<file path="src/hw/rtl/epm_pkg.sv">
`timescale 1ns / 1ps
`default_nettype none

package epm_pkg;

  // Default build values
  localparam int unsigned VOICES_DEF      = 8;
  localparam int unsigned LENGTH_BITS_DEF = 24;
  localparam int unsigned REPEATS_DEF     = 4;

  // Field widths fixed by the transaction format
  localparam int unsigned KIND_W    = 2;
  localparam int unsigned VOICE_W   = 3;
  localparam int unsigned GAIN_W    = 7;
  localparam int unsigned DECL_W    = 32;
  localparam int unsigned STORED_W  = 24;
  localparam int unsigned BYTES_W   = 64;
  localparam int unsigned SAMPLE_W  = 16;
  localparam int unsigned MASK_W    = 8;

  // Accumulator: eight voices of (-128..127) * 127 fit in 18 signed bits
  localparam int unsigned ACC_W     = 18;

  localparam int unsigned HEADER_BYTES = 8;
  localparam int signed   SAMPLE_BIAS  = 128;
  localparam int signed   SUM_MAX      = 32767;
  localparam int signed   SUM_MIN      = -32768;

  // APB register map
  localparam int unsigned ADDR_W     = 3;
  localparam int unsigned DATA_W     = 32;
  localparam logic        REG_ENABLE = 1'b0;

  typedef enum logic [KIND_W-1:0] {
    KIND_TICK  = 2'd0,
    KIND_START = 2'd1,
    KIND_STOP  = 2'd2,
    KIND_NONE  = 2'd3
  } kind_e;

  // Control from the sequencer to the multiply-accumulate unit
  typedef struct packed {
    logic clear;
    logic acc_en;
  } mac_ctrl_t;

endpackage

`default_nettype wire

</file>
<file path="src/hw/rtl/epm_if.sv">
`timescale 1ns / 1ps
`default_nettype none

// Command transactions: tick, start voice, stop voice
interface epm_in_if;
  logic        valid;
  logic        ready;
  logic [1:0]  kind;
  logic [2:0]  voice;
  logic [6:0]  volume;
  logic [31:0] declared_length;
  logic [23:0] stored_length;
  logic [63:0] sample_bytes;

  modport source (
    output valid, kind, voice, volume, declared_length, stored_length, sample_bytes,
    input  ready
  );
  modport sink (
    input  valid, kind, voice, volume, declared_length, stored_length, sample_bytes,
    output ready
  );
endinterface

// Mixed frame transactions
interface epm_out_if;
  logic               valid;
  logic               ready;
  logic signed [15:0] mixed_sample;
  logic               last;
  logic [7:0]         consumed_mask;
  logic [7:0]         playing_mask;

  modport source (
    output valid, mixed_sample, last, consumed_mask, playing_mask,
    input  ready
  );
  modport sink (
    input  valid, mixed_sample, last, consumed_mask, playing_mask,
    output ready
  );
endinterface

`default_nettype wire

</file>
<file path="src/hw/rtl/epm_mac.sv">
`timescale 1ns / 1ps
`default_nettype none

module epm_mac import epm_pkg::*; (
  input  wire logic                       clk_i,
  input  wire mac_ctrl_t                  ctrl_i,
  input  wire logic [7:0]                 byte_i,
  input  wire logic [GAIN_W-1:0]          gain_i,
  output logic signed [SAMPLE_W-1:0]      sample_o
);

  logic signed [9:0]       centred;
  logic signed [7:0]       gain_s;
  logic signed [ACC_W-1:0] prod;
  logic signed [ACC_W-1:0] acc_d, acc_q;

  // Remove the bias and scale by the voice gain
  assign centred = signed'({2'b00, byte_i}) - 10'(SAMPLE_BIAS);
  assign gain_s  = signed'({1'b0, gain_i});
  assign prod    = ACC_W'(centred) * ACC_W'(gain_s);

  always_comb begin
    acc_d = acc_q;
    if (ctrl_i.clear) begin
      acc_d = '0;
    end else if (ctrl_i.acc_en) begin
      acc_d = acc_q + prod;
    end
  end

  always_ff @(posedge clk_i) begin
    acc_q <= acc_d;
  end

  // Saturate the running sum to 16 bits
  always_comb begin
    if (acc_q > ACC_W'(SUM_MAX)) begin
      sample_o = SAMPLE_W'(SUM_MAX);
    end else if (acc_q < ACC_W'(SUM_MIN)) begin
      sample_o = SAMPLE_W'(SUM_MIN);
    end else begin
      sample_o = acc_q[SAMPLE_W-1:0];
    end
  end

endmodule

`default_nettype wire

</file>
<file path="src/hw/rtl/epm_seq.sv">
`timescale 1ns / 1ps
`default_nettype none

module epm_seq import epm_pkg::*; #(
  parameter int unsigned VOICES      = VOICES_DEF,
  parameter int unsigned LENGTH_BITS = LENGTH_BITS_DEF,
  parameter int unsigned REPEATS     = REPEATS_DEF
) (
  input  wire logic                   clk_i,
  input  wire logic                   rst_ni,
  input  wire logic                   enable_i,
  epm_in_if.sink                      in_i,
  epm_out_if.source                   out_o,
  output mac_ctrl_t                   mac_ctrl_o,
  output logic [7:0]                  mac_byte_o,
  output logic [GAIN_W-1:0]           mac_gain_o,
  input  wire logic signed [SAMPLE_W-1:0] mac_sample_i
);

  localparam int unsigned VIDX_W = (VOICES > 1) ? $clog2(VOICES) : 1;
  localparam int unsigned REP_W  = (REPEATS > 1) ? $clog2(REPEATS) : 1;
  localparam logic [DECL_W:0] LenMax = (33'(1) << LENGTH_BITS) - 33'(1);

  typedef enum logic [1:0] {
    ST_IDLE,
    ST_MIX,
    ST_EMIT
  } state_e;

  state_e                  state_d, state_q;
  logic [VIDX_W-1:0]       cnt_d, cnt_q;
  logic [REP_W-1:0]        rep_d, rep_q;
  logic [VOICES-1:0]       active_d, active_q;

  logic [LENGTH_BITS-1:0]  len_q [VOICES];
  logic [LENGTH_BITS-1:0]  pos_q [VOICES];
  logic [GAIN_W-1:0]       gain_q [VOICES];
  logic [BYTES_W-1:0]      bytes_q;
  logic [VOICES-1:0]       consumed_q;

  logic                    in_acc, out_acc, last_rep;
  logic [VIDX_W-1:0]       vsel;
  logic                    vok, start_ok, stop_ok, tick_go, step_use, step_end;
  logic [STORED_W-1:0]     avail;
  logic [DECL_W-1:0]       len_clamp;
  logic [LENGTH_BITS-1:0]  len_fit;

  assign in_i.ready = (state_q == ST_IDLE);
  assign in_acc     = in_i.valid && in_i.ready;
  assign out_acc    = out_o.valid && out_o.ready;
  assign last_rep   = (rep_q == REP_W'(REPEATS - 1));

  // Decode the command transaction
  assign vsel     = in_i.voice[VIDX_W-1:0];
  assign vok      = ({1'b0, in_i.voice} < 4'(VOICES));
  assign start_ok = in_acc && (in_i.kind == KIND_START) && enable_i && vok
                    && (in_i.stored_length > STORED_W'(HEADER_BYTES));
  assign stop_ok  = in_acc && (in_i.kind == KIND_STOP) && vok;
  assign tick_go  = in_acc && (in_i.kind == KIND_TICK) && enable_i;

  // Clamp the declared length to the stored body, then to the counter range
  assign avail     = in_i.stored_length - STORED_W'(HEADER_BYTES);
  assign len_clamp = (in_i.declared_length > DECL_W'(avail)) ? DECL_W'(avail)
                                                            : in_i.declared_length;
  assign len_fit   = ({1'b0, len_clamp} > LenMax) ? LenMax[LENGTH_BITS-1:0]
                                                  : len_clamp[LENGTH_BITS-1:0];

  // One voice per cycle while mixing
  assign step_use = (state_q == ST_MIX) && active_q[cnt_q] && (pos_q[cnt_q] < len_q[cnt_q]);
  assign step_end = (state_q == ST_MIX) && active_q[cnt_q] && !(pos_q[cnt_q] < len_q[cnt_q]);

  assign mac_ctrl_o.clear  = tick_go;
  assign mac_ctrl_o.acc_en = step_use;
  assign mac_byte_o        = bytes_q[7:0];
  assign mac_gain_o        = gain_q[cnt_q];

  // Next state
  always_comb begin
    state_d  = state_q;
    cnt_d    = cnt_q;
    rep_d    = rep_q;
    active_d = active_q;
    if (start_ok) begin
      active_d[vsel] = 1'b1;
    end
    if (stop_ok) begin
      active_d[vsel] = 1'b0;
    end
    if (step_end) begin
      active_d[cnt_q] = 1'b0;
    end
    case (state_q)
      ST_IDLE: begin
        if (tick_go) begin
          state_d = ST_MIX;
          cnt_d   = '0;
        end
      end
      ST_MIX: begin
        if (cnt_q == VIDX_W'(VOICES - 1)) begin
          state_d = ST_EMIT;
          rep_d   = '0;
        end else begin
          cnt_d = cnt_q + 1'b1;
        end
      end
      ST_EMIT: begin
        if (out_acc) begin
          if (last_rep) begin
            state_d = ST_IDLE;
          end else begin
            rep_d = rep_q + 1'b1;
          end
        end
      end
      default: state_d = ST_IDLE;
    endcase
  end

  // Hold sequencer state and voice flags
  always_ff @(posedge clk_i or negedge rst_ni) begin
    if (!rst_ni) begin
      state_q  <= ST_IDLE;
      cnt_q    <= '0;
      rep_q    <= '0;
      active_q <= '0;
    end else begin
      state_q  <= state_d;
      cnt_q    <= cnt_d;
      rep_q    <= rep_d;
      active_q <= active_d;
    end
  end

  // Voice payload, sample bytes and consumed flags
  always_ff @(posedge clk_i) begin
    if (start_ok) begin
      len_q[vsel]  <= len_fit;
      pos_q[vsel]  <= '0;
      gain_q[vsel] <= in_i.volume;
    end
    if (step_use) begin
      pos_q[cnt_q] <= pos_q[cnt_q] + 1'b1;
    end
    if (tick_go) begin
      bytes_q    <= in_i.sample_bytes;
      consumed_q <= '0;
    end else if (state_q == ST_MIX) begin
      bytes_q <= bytes_q >> 8;
      if (step_use) begin
        consumed_q[cnt_q] <= 1'b1;
      end
    end
  end

  // Present the frame
  assign out_o.valid         = (state_q == ST_EMIT);
  assign out_o.mixed_sample  = mac_sample_i;
  assign out_o.last          = last_rep;
  assign out_o.consumed_mask = MASK_W'(consumed_q);
  assign out_o.playing_mask  = MASK_W'(active_q);

endmodule

`default_nettype wire

</file>
<file path="src/hw/rtl/eight_voice_pcm_mixer_top.sv">
// Tick: accepted in an idle cycle; if enabled, the voices are then mixed one per cycle through a
// shared MAC, and REPEATS frames follow, one per cycle while the sink is ready.
// Input is not ready from the tick until the last frame has been taken.
// Start and stop transactions complete in the cycle they are accepted.
// Reset (async, active low) clears enable, all voice playing flags and the sequencer.
`timescale 1ns / 1ps
`default_nettype none

module eight_voice_pcm_mixer_top import epm_pkg::*; #(
  parameter int unsigned VOICES      = VOICES_DEF,
  parameter int unsigned LENGTH_BITS = LENGTH_BITS_DEF,
  parameter int unsigned REPEATS     = REPEATS_DEF
) (
  input  wire logic              clk_i,
  input  wire logic              rst_ni,
  epm_in_if.sink                 in_i,
  epm_out_if.source              out_o,
  input  wire logic              psel,
  input  wire logic              penable,
  input  wire logic              pwrite,
  input  wire logic [ADDR_W-1:0] paddr,
  input  wire logic [DATA_W-1:0] pwdata,
  output logic [DATA_W-1:0]      prdata,
  output logic                   pready
);

  logic                        enable_q;
  logic                        reg_hit;
  mac_ctrl_t                   mac_ctrl;
  logic [7:0]                  mac_byte;
  logic [GAIN_W-1:0]           mac_gain;
  logic signed [SAMPLE_W-1:0]  mac_sample;

  // Register access
  assign pready  = 1'b1;
  assign reg_hit = (paddr[ADDR_W-1:2] == REG_ENABLE);
  assign prdata  = reg_hit ? DATA_W'(enable_q) : '0;

  always_ff @(posedge clk_i or negedge rst_ni) begin
    if (!rst_ni) begin
      enable_q <= 1'b0;
    end else if (psel && penable && pwrite && pready && reg_hit) begin
      enable_q <= pwdata[0];
    end
  end

  epm_seq #(
    .VOICES      (VOICES),
    .LENGTH_BITS (LENGTH_BITS),
    .REPEATS     (REPEATS)
  ) u_seq (
    .clk_i        (clk_i),
    .rst_ni       (rst_ni),
    .enable_i     (enable_q),
    .in_i         (in_i),
    .out_o        (out_o),
    .mac_ctrl_o   (mac_ctrl),
    .mac_byte_o   (mac_byte),
    .mac_gain_o   (mac_gain),
    .mac_sample_i (mac_sample)
  );

  epm_mac u_mac (
    .clk_i    (clk_i),
    .ctrl_i   (mac_ctrl),
    .byte_i   (mac_byte),
    .gain_i   (mac_gain),
    .sample_o (mac_sample)
  );

endmodule

`default_nettype wire
</file>
<file path="src/flat_wrapper.sv">
// flat-port wrapper written by rule: the top's interface ports become plain ports
module eight_voice_pcm_mixer_top_flat import epm_pkg::*;
#(
  parameter int unsigned VOICES      = VOICES_DEF,
  parameter int unsigned LENGTH_BITS = LENGTH_BITS_DEF,
  parameter int unsigned REPEATS     = REPEATS_DEF
)
  (clk_i, rst_ni, psel, penable, pwrite, paddr, pwdata, prdata, pready, in_i_valid, in_i_kind, in_i_voice, in_i_volume, in_i_declared_length, in_i_stored_length, in_i_sample_bytes, in_i_ready, out_o_valid, out_o_mixed_sample, out_o_last, out_o_consumed_mask, out_o_playing_mask, out_o_ready);
  epm_in_if in_i_i ();
  epm_out_if out_o_i ();
  input  wire logic clk_i;
  input  wire logic rst_ni;
  input  wire logic psel;
  input  wire logic penable;
  input  wire logic pwrite;
  input  wire logic [ADDR_W-1:0] paddr;
  input  wire logic [DATA_W-1:0] pwdata;
  output logic [DATA_W-1:0] prdata;
  output logic pready;
  input wire logic [$bits(in_i_i.valid)-1:0] in_i_valid;
  input wire logic [$bits(in_i_i.kind)-1:0] in_i_kind;
  input wire logic [$bits(in_i_i.voice)-1:0] in_i_voice;
  input wire logic [$bits(in_i_i.volume)-1:0] in_i_volume;
  input wire logic [$bits(in_i_i.declared_length)-1:0] in_i_declared_length;
  input wire logic [$bits(in_i_i.stored_length)-1:0] in_i_stored_length;
  input wire logic [$bits(in_i_i.sample_bytes)-1:0] in_i_sample_bytes;
  output wire logic [$bits(in_i_i.ready)-1:0] in_i_ready;
  output wire logic [$bits(out_o_i.valid)-1:0] out_o_valid;
  output wire logic [$bits(out_o_i.mixed_sample)-1:0] out_o_mixed_sample;
  output wire logic [$bits(out_o_i.last)-1:0] out_o_last;
  output wire logic [$bits(out_o_i.consumed_mask)-1:0] out_o_consumed_mask;
  output wire logic [$bits(out_o_i.playing_mask)-1:0] out_o_playing_mask;
  input wire logic [$bits(out_o_i.ready)-1:0] out_o_ready;
  assign in_i_i.valid = in_i_valid;
  assign in_i_i.kind = in_i_kind;
  assign in_i_i.voice = in_i_voice;
  assign in_i_i.volume = in_i_volume;
  assign in_i_i.declared_length = in_i_declared_length;
  assign in_i_i.stored_length = in_i_stored_length;
  assign in_i_i.sample_bytes = in_i_sample_bytes;
  assign in_i_ready = in_i_i.ready;
  assign out_o_valid = out_o_i.valid;
  assign out_o_mixed_sample = out_o_i.mixed_sample;
  assign out_o_last = out_o_i.last;
  assign out_o_consumed_mask = out_o_i.consumed_mask;
  assign out_o_playing_mask = out_o_i.playing_mask;
  assign out_o_i.ready = out_o_ready;
  eight_voice_pcm_mixer_top #(.VOICES(VOICES), .LENGTH_BITS(LENGTH_BITS), .REPEATS(REPEATS)) u_core (.clk_i(clk_i), .rst_ni(rst_ni), .in_i(in_i_i), .out_o(out_o_i), .psel(psel), .penable(penable), .pwrite(pwrite), .paddr(paddr), .pwdata(pwdata), .prdata(prdata), .pready(pready));
endmodule
</file>
<file path="config.mk">
export PLATFORM = sky130hd
export DESIGN_NAME = eight_voice_pcm_mixer_top_flat
export DESIGN_NICKNAME = d
export VERILOG_FILES = /design/src/hw/rtl/epm_pkg.sv /design/src/hw/rtl/epm_if.sv /design/src/hw/rtl/epm_mac.sv /design/src/hw/rtl/epm_seq.sv /design/src/hw/rtl/eight_voice_pcm_mixer_top.sv /design/src/flat_wrapper.sv
export SDC_FILE = /design/constraint.sdc
export NUM_CORES = 1
export LEC_CHECK = 0
export BUFFER_PORTS_ARGS = -buffer_cell sky130_fd_sc_hd__buf_2
export CORE_MARGIN = 2
export CORE_UTILIZATION = 52
export DETAILED_ROUTE_END_ITERATION = 8
export GPL_ROUTABILITY_DRIVEN = 0
export MAX_ROUTING_LAYER = met4
export PLACE_DENSITY = 0.71
export SYNTH_ARGS = -nofsm -noshare
export SYNTH_HDL_FRONTEND = slang
export SYNTH_SLANG_ARGS = --single-unit
</file>
<file path="constraint.sdc">
create_clock -name clk_i -period 7.2 [get_ports clk_i]
set_clock_uncertainty 0.15 [all_clocks]
set_input_delay 1.44 -clock clk_i [delete_from_list [all_inputs] [get_ports clk_i]]
set_output_delay 1.44 -clock clk_i [all_outputs]
set_load 0.02 [all_outputs]
</file>
==> impl_results.md <==
* Worst setup EP type: flip-flop
* Initial DRC count at 1564
* Slew Limit Headroom at 0.3721
* Syn avg cell area at 12.71 sq um
* Hold Buf Count CTS at 0
* Diode count at 0
* Rows at 83
* Post-synthesis register bit count at 546
* R2r startpoint: u_core.u_seq.cnt_q[2]$_DFFE_PN0P_
* Fill count at 3930
* Number of max-cap violations at 0
* Sink Count at 546
* Worst path arrival time at 7.38 ns
* CP Max Fanout at 7
* Total Routing Usage GR at 0.2428
* Die Wd at 231.4 um
* Clock slew at reported path FFs at 0.07 ns
* DIE AREA at 53530 sq um
* Fin area at 30740 sq um
* Routed wire length at 63960 um
* DRT Pass-1 Iters at 5
* Pre-CTS setup slack at -0.1376 ns
* Root buffer cell: clkbuf_16
* Fraction of registers with async set/reset at 0.02930
* Initial antenna violation count at 0
* Fmax at 0.1430 GHz
* Top_reg_cell synth: edfxtp_1
* Final Net Count at 2668
* Worst reg2reg endpoint: u_core.u_mac.acc_q[17]$_SDFFE_PP0P_
* DRC at 0
* Core region area at 51200 sq um
* Crit path from: u_core.u_seq.cnt_q[2]$_DFFE_PN0P_
* Post-DP HPWL at 42090 um
* Crit path required time at 7.59 ns
* CP peak stage delay at 0.69 ns
* Seq/Total Area, Yosys at 0.5972
* Post-synth EDFFs at 504
* Ports at 242
* Layout cells sized above 1 at 0.1860
* Clk Latency, worst-skew pair at 0.62 ns
* Setup Viol. Count Final at 0
* Wire length per cell at 20.85 um
* Synth Warn # at 0
* Port bufs at 176
* CTS tree: built
* Critical path endpoint: u_core.u_mac.acc_q[17]$_SDFFE_PP0P_
* Synth cell types at 76
* Num CTS Buffers at 55
* Final Hold Viols at 0
* Antenna Nets Post-Route at 0
* Synth top area share at 0.5630
* H-tree depth at 2
* R2r worst-path depth at 26
* Initial Util at 0.5251
* Clock buffer depth at 3
* Worst-Margin Slew at 0.9419 ns
* Post-DP Area at 28690 sq um
* Slew Viols, Final at 0
* Vias in the first global route at 17540
* Ranking of synthesized cells by area: edfxtp_1 56%, ha_1 4.8%, fa_1 3.6%, nand2_1 3.4%, mux2i_1 2.3%
* Via density at 5.787
* Flop2flop setup slack at 0.21 ns
* Fin crit share at 0.9715
* Setup WS post-layout at 0.2054 ns
* Remaining Overflow, GRT at 0
* Largest net degree at the start of global routing at 89
* First-pass GRT wire length at 96900 um
* Slowest-stage cell, CP: fa_1
* Mapped Cells at 2115
* P&R area growth vs syn at 14.35%
* Die Ht at 231.4 um
* Hold crit path type: reg2reg
* Cell taking the most area after synthesis: edfxtp_1
* Final min period at 6.995 ns
* CP startpoint kind: flip-flop
* Status: completed
* Syn Std Cell Area at 26880 sq um
* Setup CP Type: reg2reg
* Routed vias at 17750
[final cells by class]
| cell class | count | area (sq um) | area share |
|---|---|---|---|
| clock buffers | 85 | 1560 | 0.05076 |
| clock inverters | 17 | 183.9 | 0.005983 |
| well taps | 680 | 850.8 | 0.02768 |
| flip-flops and latches | 546 | 16060 | 0.5225 |
| inverters | 125 | 469.2 | 0.01526 |
| repair buffers | 260 | 1536 | 0.04998 |
| multi-input cells | 1354 | 10080 | 0.3279 |
[worst max-delay path, delay by kind of cell (launching register included)]
kind / cells / cell delay (ns)
buffers and inverters: 6 / 0.70
adder cells (fa/ha/maj): 6 / 2.74
flip-flops: 1 / 0.54
AO/OA/AOI/OAI: 5 / 0.77
AND/OR/NAND/NOR: 8 / 1.90
XOR/XNOR: 1 / 0.10
[placed cells by master, fill, tap and decap left out, types with 41 or more instances in the layout]
master / count
a21oi_1: 76
a22oi_1: 63
buf_2: 176
buf_4: 79
clkbuf_16: 56
edfxtp_1: 504
fa_1: 49
ha_1: 100
inv_1: 119
mux2i_1: 62
nand2_1: 243
nor2_1: 151
nor2b_1: 42
xnor2_1: 41
[worst min-delay path by stage]
| stage | slack (ns) | endpoint | cells after the start | start |
|---|---|---|---|---|
| after floorplan | 0.31 | u_core.u_mac.acc_q[3]$_SDFFE_PP0P_ | 2 | u_core.u_mac.acc_q[3]$_SDFFE_PP0P_ |
| after global placement | 0.30 | u_core.u_seq.out_o.consumed_mask[6]$_SDFFE_PP0P_ | 1 | u_core.u_seq.out_o.consumed_mask[6]$_SDFFE_PP0P_ |
| after detailed placement | 0.30 | u_core.u_seq.out_o.consumed_mask[6]$_SDFFE_PP0P_ | 1 | u_core.u_seq.out_o.consumed_mask[6]$_SDFFE_PP0P_ |
| after CTS | 0.32 | u_core.u_seq.out_o.consumed_mask[1]$_SDFFE_PP0P_ | 2 | u_core.u_seq.out_o.consumed_mask[1]$_SDFFE_PP0P_ |
| after global routing | 0.34 | u_core.u_seq.out_o.consumed_mask[7]$_SDFFE_PP0P_ | 1 | u_core.u_seq.out_o.consumed_mask[7]$_SDFFE_PP0P_ |
| final | 0.31 | u_core.u_seq.out_o.consumed_mask[1]$_SDFFE_PP0P_ | 2 | u_core.u_seq.out_o.consumed_mask[1]$_SDFFE_PP0P_ |
[what timing repair did]
| item | CTS | global route |
|---|---|---|
| pin swaps | 0 | 24 |
| setup endpoints to repair | 1 | 5 |
| resized for setup | 1 | 41 |
| hold endpoints to repair | 0 | 0 |
| cloned | 0 | 0 |
| buffers inserted | 3 | 18 |
[cell usage after synthesis, drive strengths merged (10+ instances only)]
master	count
mux2i	62
dfrtp	16
or2	10
xnor2	41
and2	24
nand3	25
buf	59
fa	49
a221oi	36
nor2b	42
xor2	17
nor2	163
edfxtp	504
nand2	244
nand4	19
a21oi	77
mux2	26
o211ai	11
ha	103
and3	31
a21o	15
o21ai	41
nor3	34
mux4	23
a22o	21
clkbuf	61
inv	122
a22oi	66
dfxtp	26
nand2b	19
[registers in the layout (all words and copies together) (netlist names)]
register,flops
u_core.u_seq.state_q,2
u_core.u_seq.rep_q,2
u_core.u_seq.len_q,192
u_core.enable_q,1
u_core.u_seq.bytes_q,64
u_core.u_seq.pos_q,192
u_core.u_seq.gain_q,56
u_core.u_mac.acc_q,18
u_core.u_seq.cnt_q,3
u_core.u_seq.out_o.playing_mask,8
u_core.u_seq.out_o.consumed_mask,8
[per-stage QoR]
stage / hold WS, ns / std cells / utilization / setup TNS, ns
5_1_grt: 0.3422 / 3067 / 0.6004 / -0.02065
4_1_cts: 0.3210 / 3049 / 0.5949 / 0
3_3_place_gp: 0.2981 / 2944 / 0.5604 / 0
2_1_floorplan: 0.3119 / 2145 / - / 0
3_5_place_dp: 0.2984 / 2944 / 0.5604 / -0.1376
6_report: 0.3142 / 3067 / 0.6004 / 0
[cells by family (layout without fill, tap and decap cells)]
group	count (synthesis)	in the layout	share of synthesized area
other	2	32	0.0002794
and+or+nand+nor	659	659	0.1153
adders and majority gates	152	152	0.08443
buffers and inverters	245	487	0.04170
AOI/OAI and AO/OA	342	342	0.08894
muxes	111	111	0.05324
DFF	546	546	0.5972
xor gates and xnor gates	58	58	0.01890
[per-layer routing]
metal	wire, um	part of all wire	GRT usage
met4	1780	0.028	0.08548
met2	31470	0.49	0.3963
met5	0	0	-
met3	4439	0.069	0.03777
met1	26260	0.41	0.3101
Power is left out: the tool's default activity adds up to more than one toggle a clock period on the data nets, which glitch-free logic cannot reach.
